**src/flcd_pkg.sv**
```systemverilog
// ----------------------------------------------------------------------------
// Fixed-length code decoder package
// Shared item kinds, result flags and fixed field widths.
// ----------------------------------------------------------------------------
package flcd_pkg;

  localparam int SYM_BITS      = 8;
  localparam int BYTE_BITS     = 8;
  localparam int CODE_IN_BITS  = 16;
  localparam int LEN_CFG_BITS  = 5;

  localparam logic [LEN_CFG_BITS-1:0] CODE_LENGTH_RESET = 5'd8;

  typedef enum logic {
    OP_LOAD = 1'b0,
    OP_DATA = 1'b1
  } op_t;

  typedef struct packed {
    logic end_marker;
    logic last;
  } res_flags_t;

endpackage

```
**src/flcd_front.sv**
```systemverilog
// ----------------------------------------------------------------------------
// Fixed-length code decoder intake
// Accepts input items, classifies them and queues them for the decode engine.
// ----------------------------------------------------------------------------
module flcd_front #(
  parameter int CODE_BITS = 16
) (
  input  logic                                 clk,
  input  logic                                 rst,
  input  logic                                 hold,
  input  logic                                 push,
  output logic                                 full,
  input  logic                                 op,
  input  logic [flcd_pkg::CODE_IN_BITS-1:0]    load_code,
  input  logic [flcd_pkg::SYM_BITS-1:0]        load_symbol,
  input  logic [flcd_pkg::BYTE_BITS-1:0]       data_byte,
  output logic                                 cmd_valid,
  input  logic                                 cmd_ready,
  output flcd_pkg::op_t                        cmd_op,
  output logic [CODE_BITS-1:0]                 cmd_code,
  output logic [flcd_pkg::BYTE_BITS-1:0]       cmd_value
);

  import flcd_pkg::*;

  localparam int DEPTH = 2;
  localparam int PW    = $clog2(DEPTH);
  localparam int CNTW  = $clog2(DEPTH + 1);

  op_t                  q_op    [DEPTH];
  logic [CODE_BITS-1:0] q_code  [DEPTH];
  logic [BYTE_BITS-1:0] q_value [DEPTH];
  logic [PW-1:0]        wr_ptr;
  logic [PW-1:0]        rd_ptr;
  logic [CNTW-1:0]      count;
  logic [CNTW-1:0]      count_next;
  logic                 accept;
  logic                 take;
  op_t                  in_kind;

  assign full      = hold || (count == CNTW'(DEPTH));
  assign accept    = push && !full;
  assign cmd_valid = (count != '0);
  assign take      = cmd_valid && cmd_ready;
  assign in_kind   = op_t'(op);

  assign cmd_op    = q_op[rd_ptr];
  assign cmd_code  = q_code[rd_ptr];
  assign cmd_value = q_value[rd_ptr];

  always_comb begin
    case ({accept, take})
      2'b10:   count_next = count + 1'b1;
      2'b01:   count_next = count - 1'b1;
      default: count_next = count;
    endcase
  end

  always_ff @(posedge clk) begin
    if (rst) begin
      wr_ptr <= '0;
      rd_ptr <= '0;
      count  <= '0;
    end else begin
      count <= count_next;
      if (accept) begin
        wr_ptr <= wr_ptr + 1'b1;
      end
      if (take) begin
        rd_ptr <= rd_ptr + 1'b1;
      end
    end
  end

  always_ff @(posedge clk) begin
    if (accept) begin
      q_op[wr_ptr]    <= in_kind;
      q_code[wr_ptr]  <= CODE_BITS'(load_code);
      q_value[wr_ptr] <= (in_kind == OP_DATA) ? data_byte : load_symbol;
    end
  end

endmodule

```
**config.mk**
```make
export PLATFORM = sky130hd
export DESIGN_NAME = flcd_front
export DESIGN_NICKNAME = d
export VERILOG_FILES = /design/src/flcd_pkg.sv /design/src/flcd_front.sv
export SDC_FILE = /design/constraint.sdc
export NUM_CORES = 1
export LEC_CHECK = 0
export ABC_AREA = 1
export CORE_MARGIN = 1.5
export CORE_UTILIZATION = 35
export CTS_CLUSTER_DIAMETER = 120
export DETAILED_ROUTE_END_ITERATION = 10
export DONT_BUFFER_PORTS = 1
export SETUP_SLACK_MARGIN = 0.05
export SKIP_LAST_GASP = 1
export SYNTH_ARGS = -nofsm -noshare
export SYNTH_HDL_FRONTEND = slang
export SYNTH_SLANG_ARGS = --single-unit
```
**constraint.sdc**
```tcl
create_clock -name clk -period 4.3 [get_ports clk]
set_clock_uncertainty 0.05 [all_clocks]
set_input_delay 0.215 -clock clk [delete_from_list [all_inputs] [get_ports clk]]
set_output_delay 0.215 -clock clk [all_outputs]
set_load 0.02 [all_outputs]
```
==> results.txt <==
* Diodes inserted: 0
- In this run the worst path has a maximum fanout of 25.
- Grouping stages by cell kind, the critical path spends the most delay in flip-flops.
- Maximum number of pins on one net before global-route repair: 26
- DRT antenna net count: 0
- Logic gate share of total power: 16.1%
- Worst-case clock buffer depth: 2
* Synth area leaders: sky130_fd_sc_hd__edfxtp_1, sky130_fd_sc_hd__mux2_4, sky130_fd_sc_hd__mux2_2
* Number of top-level pins: 65
- Critical path cell sequence: mux2_2
- Worst flop-to-flop path endpoint: q_value[1][5]$_DFFE_PP_
- CTS built an H-tree with a depth of 2.
- Mapped Area: 2270 um2
* Site Rows: 29
- Cell type of the slowest stage on the worst timing path: sky130_fd_sc_hd__dfxtp_2
* CP peak stage delay: 870 ps
- Synthesis produced 129 cells.
- Port buffer count: 0
- Overall die width: 83.5 um
- Origin of the critical flop-to-flop path: count[0]$_SDFFE_PP0P_
- Highest ir drop seen on vdd: 0.208 mV
- Die span in y: 83.5 um
* Setup slack on the worst flop-to-flop path: 2390 ps
- In the routed design, unresolved DRC markers number 0.
- The worst hold path begins at rst.
- The synthesized design devotes to its leading area cell type 66.2% of total area.
- Internal power summed over all cells: 824 uW
- After clock tree synthesis, the clock-pin slew on the worst setup and hold paths is 90 ps.
- At the end of the flow, the number of nets in the layout was 189.
- Setup total negative slack on the finished layout was measured at 0 ps.
- The run finished with clean final reports.
- Post-CTS setup buffer count: 0
* Unrepaired setup endpoints after global routing: no
- Sequential cell fraction of total power: 58.3%
- The count of final max-slew check failures came to 0.
* Starting density of the core: 35.9%
- The most critical setup path has its endpoint at cmd_code[15].
- Summed over all instances, the cell type with the most area after synthesis is sky130_fd_sc_hd__edfxtp_1.
* Final critical-path required period: 1920 ps
- Gates resized during post-CTS repair numbered 0.
* Clock net sink count: 55
* Worst path buffer plus inverter count: 0
- For the worst flop-to-flop path, the logic depth is 4.
* Share of the yosys chip area belonging to registers: 70.6%
* Clk Tree Root Cell: sky130_fd_sc_hd__clkbuf_8
- STA classifies the critical path startpoint as a flip-flop.
* Share of the core filled with cells in the final layout: 40.9%
* Count of state elements after synthesis: 55
- After global routing the overflow that remains totals 0.
- Worst slew pin tran: 1030 ps
* Final RePlAce weighted congestion: 0.673
- Buffers inserted to repair hold after CTS numbered 17.
- In this run the number of cells on the critical path is 1.
* # fillers: 604
* Placed cells: 203
* Final hold violation count: 0
* Total Routing Usage GR: 10.7%
- Number of DRC violations after detailed-routing iteration 0: 53
* Count of synthesis-stage warnings from yosys: 0
- Summed over all nets, the switching power comes to 276 uW.
- Switching fraction of total power: 25.1%
* HPWL after DPL: 2600 um
- Growth of design area from synthesis to finish: 13.8%
* TritonCTS clock tree: built
- Initial antenna violation count: 0
* Placeable Area: 6310 um2
- In this run the power density over the cells is 427 nW/um2.
- Synthesized Nets: 168
- The floorplan step defined a die boundary enclosing 6970 um2.
* Overall via count from detail_route: 1097
* CP Capture Type: primary output
- Average footprint of a synthesized cell: 17.6 um2
- Share of layout cells above drive strength 1: 29.1%
* Proportion of power drawn by the clock network: 25.5%
* Number of violations of the max-capacitance limit: 0
- Wire length of the first global-routing pass: 5670 um
- In the routed layout, each cell is associated on average with a via count of 4.81.
* WP data arrival: 1650 ps
- Wires add up to 3710 um.
- The analysis attributes to cell leakage a power of 0.929 nW.
* Total power of the final layout: 1.10 mW
* Critical path required time: 4030 ps
- In the final layout, flip-flops and latches occupy 1600 um2.
* Final std cells w/o fill: 228
- TritonCTS created 5 clock buffers.
- Final Setup Violations: 0
* Number of library cell types mapped by synthesis: 15
* Later-pin clock latency in the skew report: 300 ps
- Post-route fraction of the period consumed by the critical path: 44.6%
- For this run, the top clock speed supported by timing is 522 MHz.
- DR pass1 iterations: 4
- Worst-case headroom to the max-slew limit: 31.5%
- The critical path in this run is classified as flip-flop to primary output.
* Via count of the first global-routing pass: 1147
* Area occupied by multi-input gates: 571 um2
* Worst min-delay path class: input port to flip-flop
* Wire per inst: 16.3 um
[stage by stage]
| step | instance area (um2) | setup WS (ps) | hold slack, ps |
|---|---|---|---|
| 3_5_place_dp | 2320 | 2380 | 264 |
| 5_1_grt | 2580 | 2230 | 61.5 |
| 4_1_cts | 2580 | 2340 | 47.8 |
| 2_1_floorplan | 2270 | 2180 | 264 |
| 3_3_place_gp | 2320 | 2510 | 264 |
| 6_report | 2580 | 2380 | 57.4 |
[sequential cells by signal (all words and copies together), names as in the netlist, named ones only]
register	cells
q_code	32
q_value	16
count	2
q_op	2
rd_ptr	1
wr_ptr	1
[per-layer routing]
metal	routed length [um]	track usage (%)	vias to the layer above
li1	-	-	509
met1	1330	10.6	536
met2	2010	19.7	46
met3	318	4.75	6
met4	51	4.02	0
met5	0	0	-
[cell usage in the layout (no fill, tap or decap)]
cell,instances
sky130_fd_sc_hd__dfxtp_1,4
sky130_fd_sc_hd__clkbuf_8,6
sky130_fd_sc_hd__buf_4,1
sky130_fd_sc_hd__dfxtp_2,1
sky130_fd_sc_hd__nand3_2,1
sky130_fd_sc_hd__clkbuf_1,1
sky130_fd_sc_hd__nand2_1,10
sky130_fd_sc_hd__edfxtp_1,50
sky130_fd_sc_hd__mux2_2,13
sky130_fd_sc_hd__mux2_4,20
sky130_fd_sc_hd__nor2_2,1
sky130_fd_sc_hd__nor2_1,8
sky130_fd_sc_hd__a21oi_1,1
sky130_fd_sc_hd__dlygate4sd3_1,17
sky130_fd_sc_hd__nand4_1,2
sky130_fd_sc_hd__o21ai_0,2
sky130_fd_sc_hd__ha_1,1
sky130_fd_sc_hd__inv_1,11
sky130_fd_sc_hd__clkinv_2,1
[layout make-up]
class                           count  area share [%]
Sequential cell                    55            62.1
Multi-Input combinational cell     59            22.1
Inverter                           11            1.60
Clock buffer                        7            3.35
Tap cell                           77            3.73
Timing Repair Buffer               18            6.89
Clock inverter                      1           0.194
[power by group through the flow]
stage	sequential (mW)	clock (mW)	combinational [mW]
2_1_floorplan	0.635	0	0.173
4_1_cts	0.643	0.290	0.180
3_3_place_gp	0.654	0	0.159
6_report	0.642	0.281	0.178
5_1_grt	0.647	0.313	0.189
3_5_place_dp	0.656	0	0.165
[how the worst min path moves through the flow]
stage,to,slack [ps],cells past startpoint
finish,wr_ptr$_SDFFE_PP0N_,60,3
global route,wr_ptr$_SDFFE_PP0N_,60,3
CTS,count[1]$_SDFFE_PP0P_,50,3
detailed placement,q_code[0][15]$_DFFE_PP_,260,0
global placement,q_code[1][12]$_DFFE_PP_,260,0
floorplan,q_code[0][0]$_DFFE_PP_,260,0
[cells by family after synthesis]
logic type               share of synthesized area [%]
multiplexers                                      19.7
AO/OA/AOI/OAI                                    0.662
adder cells (fa/ha/maj)                          0.552
AND/OR/NAND/NOR                                   4.14
flip-flops                                        70.6
buffers and inverters                             4.30
[cell usage after synthesis, drive strengths merged]
| cell | n |
|---|---|
| a21oi | 1 |
| o21ai | 2 |
| nor2 | 9 |
| mux2 | 33 |
| ha | 1 |
| buf | 4 |
| inv | 11 |
| nand4 | 2 |
| nand2 | 10 |
| dfxtp | 5 |
| edfxtp | 50 |
| nand3 | 1 |
(Power assumes the default switching activity.)
