--- config.mk ---
export PLATFORM = sky130hd
export DESIGN_NAME = flcd_out
export DESIGN_NICKNAME = d
export VERILOG_FILES = /design/src/flcd_pkg.sv /design/src/flcd_out.sv
export SDC_FILE = /design/constraint.sdc
export NUM_CORES = 1
export LEC_CHECK = 0
export ABC_AREA = 1
export BUFFER_PORTS_ARGS = -buffer_cell sky130_fd_sc_hd__clkbuf_2
export CAP_MARGIN = 10
export CORE_ASPECT_RATIO = 1.4
export CORE_MARGIN = 3
export CORE_UTILIZATION = 45
export DETAILED_ROUTE_END_ITERATION = 8
export PLACE_DENSITY_LB_ADDON = 0.2
export SYNTH_ARGS = -nofsm -noshare
export SYNTH_HDL_FRONTEND = slang
export SYNTH_SLANG_ARGS = --single-unit
--- constraint.sdc ---
create_clock -name clk -period 1.75 [get_ports clk]
set_clock_uncertainty 0.05 [all_clocks]
set_input_delay 0.175 -clock clk [delete_from_list [all_inputs] [get_ports clk]]
set_output_delay 0.175 -clock clk [all_outputs]
set_load 0.01 [all_outputs]
--- src/flcd_pkg.sv ---
// ----------------------------------------------------------------------------
// Fixed-length code decoder package
// Shared item kinds, result flags and fixed field widths.
// ----------------------------------------------------------------------------
package flcd_pkg;

  localparam int SYM_BITS      = 8;
  localparam int BYTE_BITS     = 8;
  localparam int CODE_IN_BITS  = 16;
  localparam int LEN_CFG_BITS  = 5;

  localparam logic [LEN_CFG_BITS-1:0] CODE_LENGTH_RESET = 5'd8;

  typedef enum logic {
    OP_LOAD = 1'b0,
    OP_DATA = 1'b1
  } op_t;

  typedef struct packed {
    logic end_marker;
    logic last;
  } res_flags_t;

endpackage

--- src/flcd_out.sv ---
// ----------------------------------------------------------------------------
// Fixed-length code decoder result queue
// Buffers decoded results until they are popped.
// ----------------------------------------------------------------------------
module flcd_out (
  input  logic                            clk,
  input  logic                            rst,
  input  logic                            res_valid,
  input  logic [flcd_pkg::SYM_BITS-1:0]   res_symbol,
  input  flcd_pkg::res_flags_t            res_flags,
  output logic                            room,
  output logic                            empty,
  input  logic                            pop,
  output logic [flcd_pkg::SYM_BITS-1:0]   symbol,
  output logic                            end_marker,
  output logic                            last
);

  import flcd_pkg::*;

  localparam int DEPTH = 4;
  localparam int PW    = $clog2(DEPTH);
  localparam int CNTW  = $clog2(DEPTH + 1);

  logic [SYM_BITS-1:0] q_sym [DEPTH];
  res_flags_t          q_flg [DEPTH];
  logic [PW-1:0]       wr_ptr;
  logic [PW-1:0]       rd_ptr;
  logic [CNTW-1:0]     count;
  logic [CNTW-1:0]     count_next;
  logic                take;
  res_flags_t          head_flags;

  assign empty      = (count == '0);
  assign take       = pop && !empty;
  assign room       = (count + CNTW'(res_valid)) < CNTW'(DEPTH);
  assign head_flags = q_flg[rd_ptr];
  assign symbol     = q_sym[rd_ptr];
  assign end_marker = head_flags.end_marker;
  assign last       = head_flags.last;

  always_comb begin
    case ({res_valid, take})
      2'b10:   count_next = count + 1'b1;
      2'b01:   count_next = count - 1'b1;
      default: count_next = count;
    endcase
  end

  always_ff @(posedge clk) begin
    if (rst) begin
      wr_ptr <= '0;
      rd_ptr <= '0;
      count  <= '0;
    end else begin
      count <= count_next;
      if (res_valid) begin
        wr_ptr <= wr_ptr + 1'b1;
      end
      if (take) begin
        rd_ptr <= rd_ptr + 1'b1;
      end
    end
  end

  always_ff @(posedge clk) begin
    if (res_valid) begin
      q_sym[wr_ptr] <= res_symbol;
      q_flg[wr_ptr] <= res_flags;
    end
  end

`ifndef SYNTH
  a_no_overflow: assert property (@(posedge clk) disable iff (rst)
    res_valid |-> count < CNTW'(DEPTH))
    else $error("result queue overflow");
`endif

endmodule

==> flow_summary.ini, run 1 <==
[layout]
n_antenna_cell = 0
multiInputGateArea_um2 = 509
filler_cell_count = 329
fraction_of_layout_instances_using_a_drive_strength_above_1_pct = 28.0
syn2layout_area_growth_pct = 17.8
final_core_utilization_pct = 56.8
final_common_cell = sky130_fd_sc_hd__edfxtp_1
seq_area_um2 = 1390
most-common-layout-cells = sky130_fd_sc_hd__edfxtp_1, sky130_fd_sc_hd__clkbuf_2, sky130_fd_sc_hd__nor2_1, sky130_fd_sc_hd__o21ai_1, sky130_fd_sc_hd__inv_1
nets = 219

[critical_path]
worst_setup_path_start_kind = flip-flop
path_max_fanout = 3
worst-setup-path-type = reg -> reg
cp-end-kind = flip-flop
crit_arrival_ns = 1.86
crit_required_ns = 1.92

[synth]
synthMuxAreaShare_pct = 0
post_synth_num_cell_types = 19
compound_gate_portion_of_the_synthesized_area_pct = 10.7
synth.net_count = 185
yosys_warnings = 0
sequential_cell_area_fraction_in_the_yosys_report_pct = 70.1
adder_cell_fraction_of_synth_area_pct = 4.19
synthXorXnorAreaFrac_pct = 0.444
post_synth_inst_count = 165
postSynthRegisterBits = 49
combinational_family_with_the_most_area_after_synthesis = compound AO/OA/AOI/OAI gates
synthesis.area_per_instance_um2 = 11.9
synth_simple_gate_area_share_pct = 9.33
syn-cell-area_um2 = 1970

[power_and_ir_drop]
ir_worst_vdd_mv = 0.727
cellPowerDensity_nw_per_um2 = 1210
p_leak_nw = 0.917

[sta]
setup_violating_endpoint_count_in_the_final_report = 0
max_freq_mhz = 591
worst_slew_pin_slew_ns = 0.485
timing.max_slew.rel_slack_pct = 67.6
layout_min_cycle_time_ns = 1.69
final_min_period_over_clock_period_pct = 96.7
finalMaxSlewViolations = 0
least_setup_slack_across_all_paths_after_layout_ns = 0.0584
report.final.hold_viol_count = 0

[drt]
wl_met3_um = 209
routed-wl-met2_um = 2030
initial_drt_markers = 81
drtAntennaViolNets = 0
routed-via-count = 1319
drcViolationCount = 0
wl_per_cell_um = 14.4
final_routed_wirelength_across_all_metal_layers_um = 3710
viasPerCell = 5.11
wl_met1_um = 1410
drt-pass1-iter-count = 4
dr.max_layer_used = met4

[clock_network]
tritoncts = done
clock_latency_on_the_worst_skew_pair_ns = 0.29
cts_num_sinks = 49
cts.reportedPaths.clkPinSlew_ns = 0.08
cts_buf_count = 5
cts_buffer_depth = 2
cts.htree.levels = 2
cts-root-buf = sky130_fd_sc_hd__clkbuf_8
hold_buffers = 0

[global_route]
grt_antenna_before_repair = 0
largest_net_degree_at_the_start_of_global_routing = 21
global_route.overflow_total = 0
grt_use_total_pct = 15.0
first_global_vias = 1349
wire_length_of_the_first_global_routing_pass_um = 5710

[placement]
numPortBuffers = 25
place.gp.congestion = 0.704
dpl.hpwl_um = 2540
worst_slack_at_placement_ns = -0.0436

[run_status]
run_status = complete, no violations

[die]
die-width_um = 61.9
floorplan.die_area_um2 = 5220
die_height_um = 84.3
rows = 27
placeableCoreArea_um2 = 4090
starting_density_of_the_core_pct = 48.2
ioPinCount = 26

[min_path]
hold_class = in -> reg

[flow_run]
cap_viol_max_count = 0
[stage by stage]
step / power [mW] / hold WS [ns] / setup TNS [ns] / instances / area [um^2]
2_1_floorplan: 1.83 / 0.192 / 0 / 165 / 1970
3_3_place_gp: 2.02 / 0.315 / 0 / 246 / 2160
3_5_place_dp: 2.06 / 0.325 / -0.0436 / 246 / 2160
4_1_cts: 2.79 / 0.0104 / 0 / 256 / 2280
5_1_grt: 2.97 / 0.0175 / -0.0308 / 258 / 2320
6_report: 2.82 / 0.0213 / 0 / 258 / 2320
[where the power goes]
group	total [mW]	switching [mW]	leakage (nW)	internal, mW
clock	0.700	0.333	0.0534	0.366
combinational	0.721	0.439	0.421	0.283
sequential	1.40	0.0466	0.443	1.35
total	2.82	0.818	0.917	2.00
[state kept, by name, indices dropped and copies added, names as in the netlist, named ones only]
name and flops:
count 3, q_flg 8, q_sym 32, rd_ptr 2, wr_ptr 2
[layout make-up]
cell class / instances / share of cell area (%)
repair buffers: 32 / 7.65
flip-flops and latches: 49 / 59.6
multi-input cells: 91 / 21.9
inverters: 20 / 3.23
clock inverters: 1 / 0.216
clock buffers: 7 / 4.20
well taps: 58 / 3.12
[worst max-delay path, stage by stage, from the launching register on]
cell	delay [ns]
sky130_fd_sc_hd__dfxtp_2	0.34
sky130_fd_sc_hd__inv_2	0.05
sky130_fd_sc_hd__nand2_2	0.07
sky130_fd_sc_hd__nand2_2	0.06
sky130_fd_sc_hd__inv_2	0.08
sky130_fd_sc_hd__ha_4	0.14
sky130_fd_sc_hd__inv_2	0.05
sky130_fd_sc_hd__fa_2	0.37
sky130_fd_sc_hd__nand2_2	0.07
sky130_fd_sc_hd__nand3_2	0.08
sky130_fd_sc_hd__nand2_1	0.09
sky130_fd_sc_hd__nand2_1	0.05
sky130_fd_sc_hd__nor2_1	0.12
[cells in the mapped netlist]
cell type / instances / area [um^2]
sky130_fd_sc_hd__a21oi_1: 4 / 20.0
sky130_fd_sc_hd__a21oi_2: 1 / 8.76
sky130_fd_sc_hd__buf_2: 4 / 20.0
sky130_fd_sc_hd__buf_4: 1 / 7.51
sky130_fd_sc_hd__dfxtp_1: 9 / 180
sky130_fd_sc_hd__edfxtp_1: 40 / 1200
sky130_fd_sc_hd__fa_1: 1 / 20.0
sky130_fd_sc_hd__ha_1: 5 / 62.6
sky130_fd_sc_hd__inv_1: 18 / 67.6
sky130_fd_sc_hd__inv_2: 2 / 7.51
sky130_fd_sc_hd__nand2_1: 13 / 48.8
sky130_fd_sc_hd__nand2_2: 2 / 12.5
sky130_fd_sc_hd__nand3_1: 4 / 20.0
sky130_fd_sc_hd__nor2_1: 24 / 90.1
sky130_fd_sc_hd__nor2_2: 2 / 12.5
sky130_fd_sc_hd__o21ai_0: 4 / 20.0
sky130_fd_sc_hd__o21ai_1: 20 / 100
sky130_fd_sc_hd__o22ai_1: 10 / 62.6
sky130_fd_sc_hd__xor2_1: 1 / 8.76
[path summary, 6_finish.rpt]
kind                                 from        end  slack [ns]  depth (start not counted)
worst min-delay path                  rst  rd_ptr[1]        0.02                          2
worst min register to register  rd_ptr[1]  rd_ptr[1]        0.48                          2
worst max register to register   count[2]   count[2]        0.06                         12
worst max-delay path             count[2]   count[2]        0.06                         12
[routing by layer]
metal | global-route usage, % | vias up
li1 | - | 634
met1 | 15.3 | 634
met2 | 27.0 | 45
met3 | 4.77 | 6
met4 | 5.79 | 0
met5 | 0 | -
[cells by family (layout without fill, tap and decap cells)]
kind of cell / count (synthesis) / in the layout
adders and majority gates: 6 / 6
xor gates and xnor gates: 1 / 1
and+or+nand+nor: 45 / 45
AOI/OAI and AO/OA: 39 / 39
DFF: 49 / 49
buffers and inverters: 25 / 60
[what timing repair did]
item / 4_1_cts / 5_1_grt
gates resized for setup: 3 / 8
setup buffers: 2 / 2
pin swaps: 1 / 6
setup endpoints to repair: 1 / 1
(Power assumes the default switching activity.)
==> run 2: changes to the inputs <==
--- a/config.mk
+++ b/config.mk
@@ -12,7 +12,7 @@
 export CORE_MARGIN = 3
 export CORE_UTILIZATION = 45
 export DETAILED_ROUTE_END_ITERATION = 8
-export PLACE_DENSITY_LB_ADDON = 0.2
+export PLACE_DENSITY = 0.68
 export SYNTH_ARGS = -nofsm -noshare
 export SYNTH_HDL_FRONTEND = slang
 export SYNTH_SLANG_ARGS = --single-unit
==> run 2 against run 1 <==
Cell area shrank 1.1%. Combinational power down 5.7%. Via count decreased by 5.7%. Maximum frequency is 0.61% lower. Critical path depth is 1 higher. Largest cell class unchanged. Clock power shrank 14%. Die area is the same. Register-to-register slack about the same. Final cell count fell by 0.39%.
==> flow_summary.ini, run 2 (synthesis results as in run 1) <==
[sta]
worst_slew_pin_slew_ns = 0.491
setup_violating_endpoint_count_in_the_final_report = 0
rsz0062_at_grt = true
max_freq_mhz = 588
finalHoldWorstSlack_ns = 0.0152
finalMaxSlewViolations = 0
report.final.hold_viol_count = 0
final_min_period_over_clock_period_pct = 97.3
layout_min_cycle_time_ns = 1.70
timing.max_slew.rel_slack_pct = 67.2
least_setup_slack_across_all_paths_after_layout_ns = 0.0480

[placement]
worst_slack_at_placement_ns = -0.00816
dpl_cell_area_um2 = 2160
dpl.hpwl_um = 2400
post-place-cells = 246
numPortBuffers = 25
place.gp.congestion = 0.714

[global_route]
wire_length_of_the_first_global_routing_pass_um = 5250
global_route.overflow_total = 0
first_global_vias = 1204
grt_use_total_pct = 13.9
grt_antenna_before_repair = 0
largest_net_degree_at_the_start_of_global_routing = 21

[power_and_ir_drop]
cellPowerDensity_nw_per_um2 = 1170
p_total_mw = 2.68
ir_worst_vdd_mv = 0.749
p_leak_nw = 0.905

[drt]
wl_per_cell_um = 13.5
drt-pass1-iter-count = 4
drtAntennaViolNets = 0
routed-via-count = 1244
drcViolationCount = 0
final_routed_wirelength_across_all_metal_layers_um = 3470
initial_drt_markers = 42
viasPerCell = 4.84

[die]
ioPinCount = 26
floorplan.die_area_um2 = 5220
starting_density_of_the_core_pct = 48.2
rows = 27
placeableCoreArea_um2 = 4090
die-width_um = 61.9
die_height_um = 84.3

[min_path]
hold_class = in -> reg

[clock_network]
hold_buffers = 0
cts.htree.levels = 2
tritoncts = done
cts-root-buf = sky130_fd_sc_hd__clkbuf_8
clock_latency_on_the_worst_skew_pair_ns = 0.29
cts_num_sinks = 49
cts_buf_count = 5
cts.reportedPaths.clkPinSlew_ns = 0.08
cts_buffer_depth = 2

[layout]
postLayoutCellArea_um2 = 2300
filler_cell_count = 328
nets = 218
syn2layout_area_growth_pct = 16.6
largest_reg_flops = 32
fraction_of_layout_instances_using_a_drive_strength_above_1_pct = 26.6
final_common_cell = sky130_fd_sc_hd__edfxtp_1
largest_register = q_sym
most-common-layout-cells = sky130_fd_sc_hd__edfxtp_1, sky130_fd_sc_hd__clkbuf_2, sky130_fd_sc_hd__nor2_1, sky130_fd_sc_hd__o21ai_1, sky130_fd_sc_hd__inv_1
biggestRegsByFlops = q_sym (32), q_flg (8), count (3)
fin_cells = 257
n_antenna_cell = 0

[critical_path]
crit_arrival_ns = 1.85
cpMaxStageDelayCell = sky130_fd_sc_hd__fa_2
crit_path_cell_trace = nor2_2 > nand2_2 > nand2_2 > inv_2 > ha_4 > inv_4 > fa_2 > inv_1 > nand2_1 > nand3_2 > nand2_1 > nand2_1 > nor2_1
critical_path_buf_inv_count = 3
critical_path.max_stage_delay_ns = 0.36
worst-r2r-setup-slack_ns = 0.05
cp-end-kind = flip-flop
worst_path_most_repeated_cell = sky130_fd_sc_hd__nand2_1
worst_setup_path_start_kind = flip-flop
worst-setup-path-type = reg -> reg
crit_required_ns = 1.89
timing.critical_path.max_delay_family = adder cells
path_max_fanout = 4

[run_status]
run_status = complete, no violations

[flow_run]
cap_viol_max_count = 0
==> run 2: changes by cell type in the layout (fill, tap and decap cells not counted), sizes merged <==
cell    before  now
buf          7    6
clkbuf      32   31
clkinv       1    2
==> run 2: worst paths after layout <==
path,from,end,cells after the start
min reg2reg,rd_ptr[1],rd_ptr[1],2
max,count[0],count[2],13
max reg2reg,count[0],count[2],13
min,rst,rd_ptr[1],2
==> run 2: metal layers <==
metal	vias up	GRT usage, %	wire [um]
met5	-	0	0
met4	0	6.95	65
met3	7	3.23	127
met2	26	24.5	1950
met1	574	14.7	1330
li1	637	-	-
==> run 2: metrics by stage <==
stage / utilization [%] / TNS, ns
global route: 56.2 / -0.0746
finish: 56.2 / 0
detailed placement: 52.9 / -0.00816
global placement: 52.9 / 0
CTS: 55.0 / 0
floorplan: - / 0
==> run 2: layout make-up <==
cell class | count | area (um^2) | area share, %
clock inverters | 2 | 10.0 | 0.436
inverters | 20 | 77.6 | 3.38
multi-input cells | 91 | 509 | 22.2
clock buffers | 6 | 72.6 | 3.16
repair buffers | 31 | 170 | 7.41
flip-flops and latches | 49 | 1390 | 60.3
well taps | 58 | 72.6 | 3.16
==> run 2: timing repair <==
action,in CTS,in global routing
gates resized for setup,2,8
pin swaps,0,8
setup buffers,0,3
setup endpoints to repair,1,1
==> run 2: power by group <==
part / switching [mW] / internal [mW] / total, mW / leakage (nW)
clock: 0.327 / 0.277 / 0.604 / 0.0450
sequential: 0.0486 / 1.35 / 1.40 / 0.443
combinational: 0.414 / 0.266 / 0.680 / 0.417
total: 0.790 / 1.89 / 2.68 / 0.905
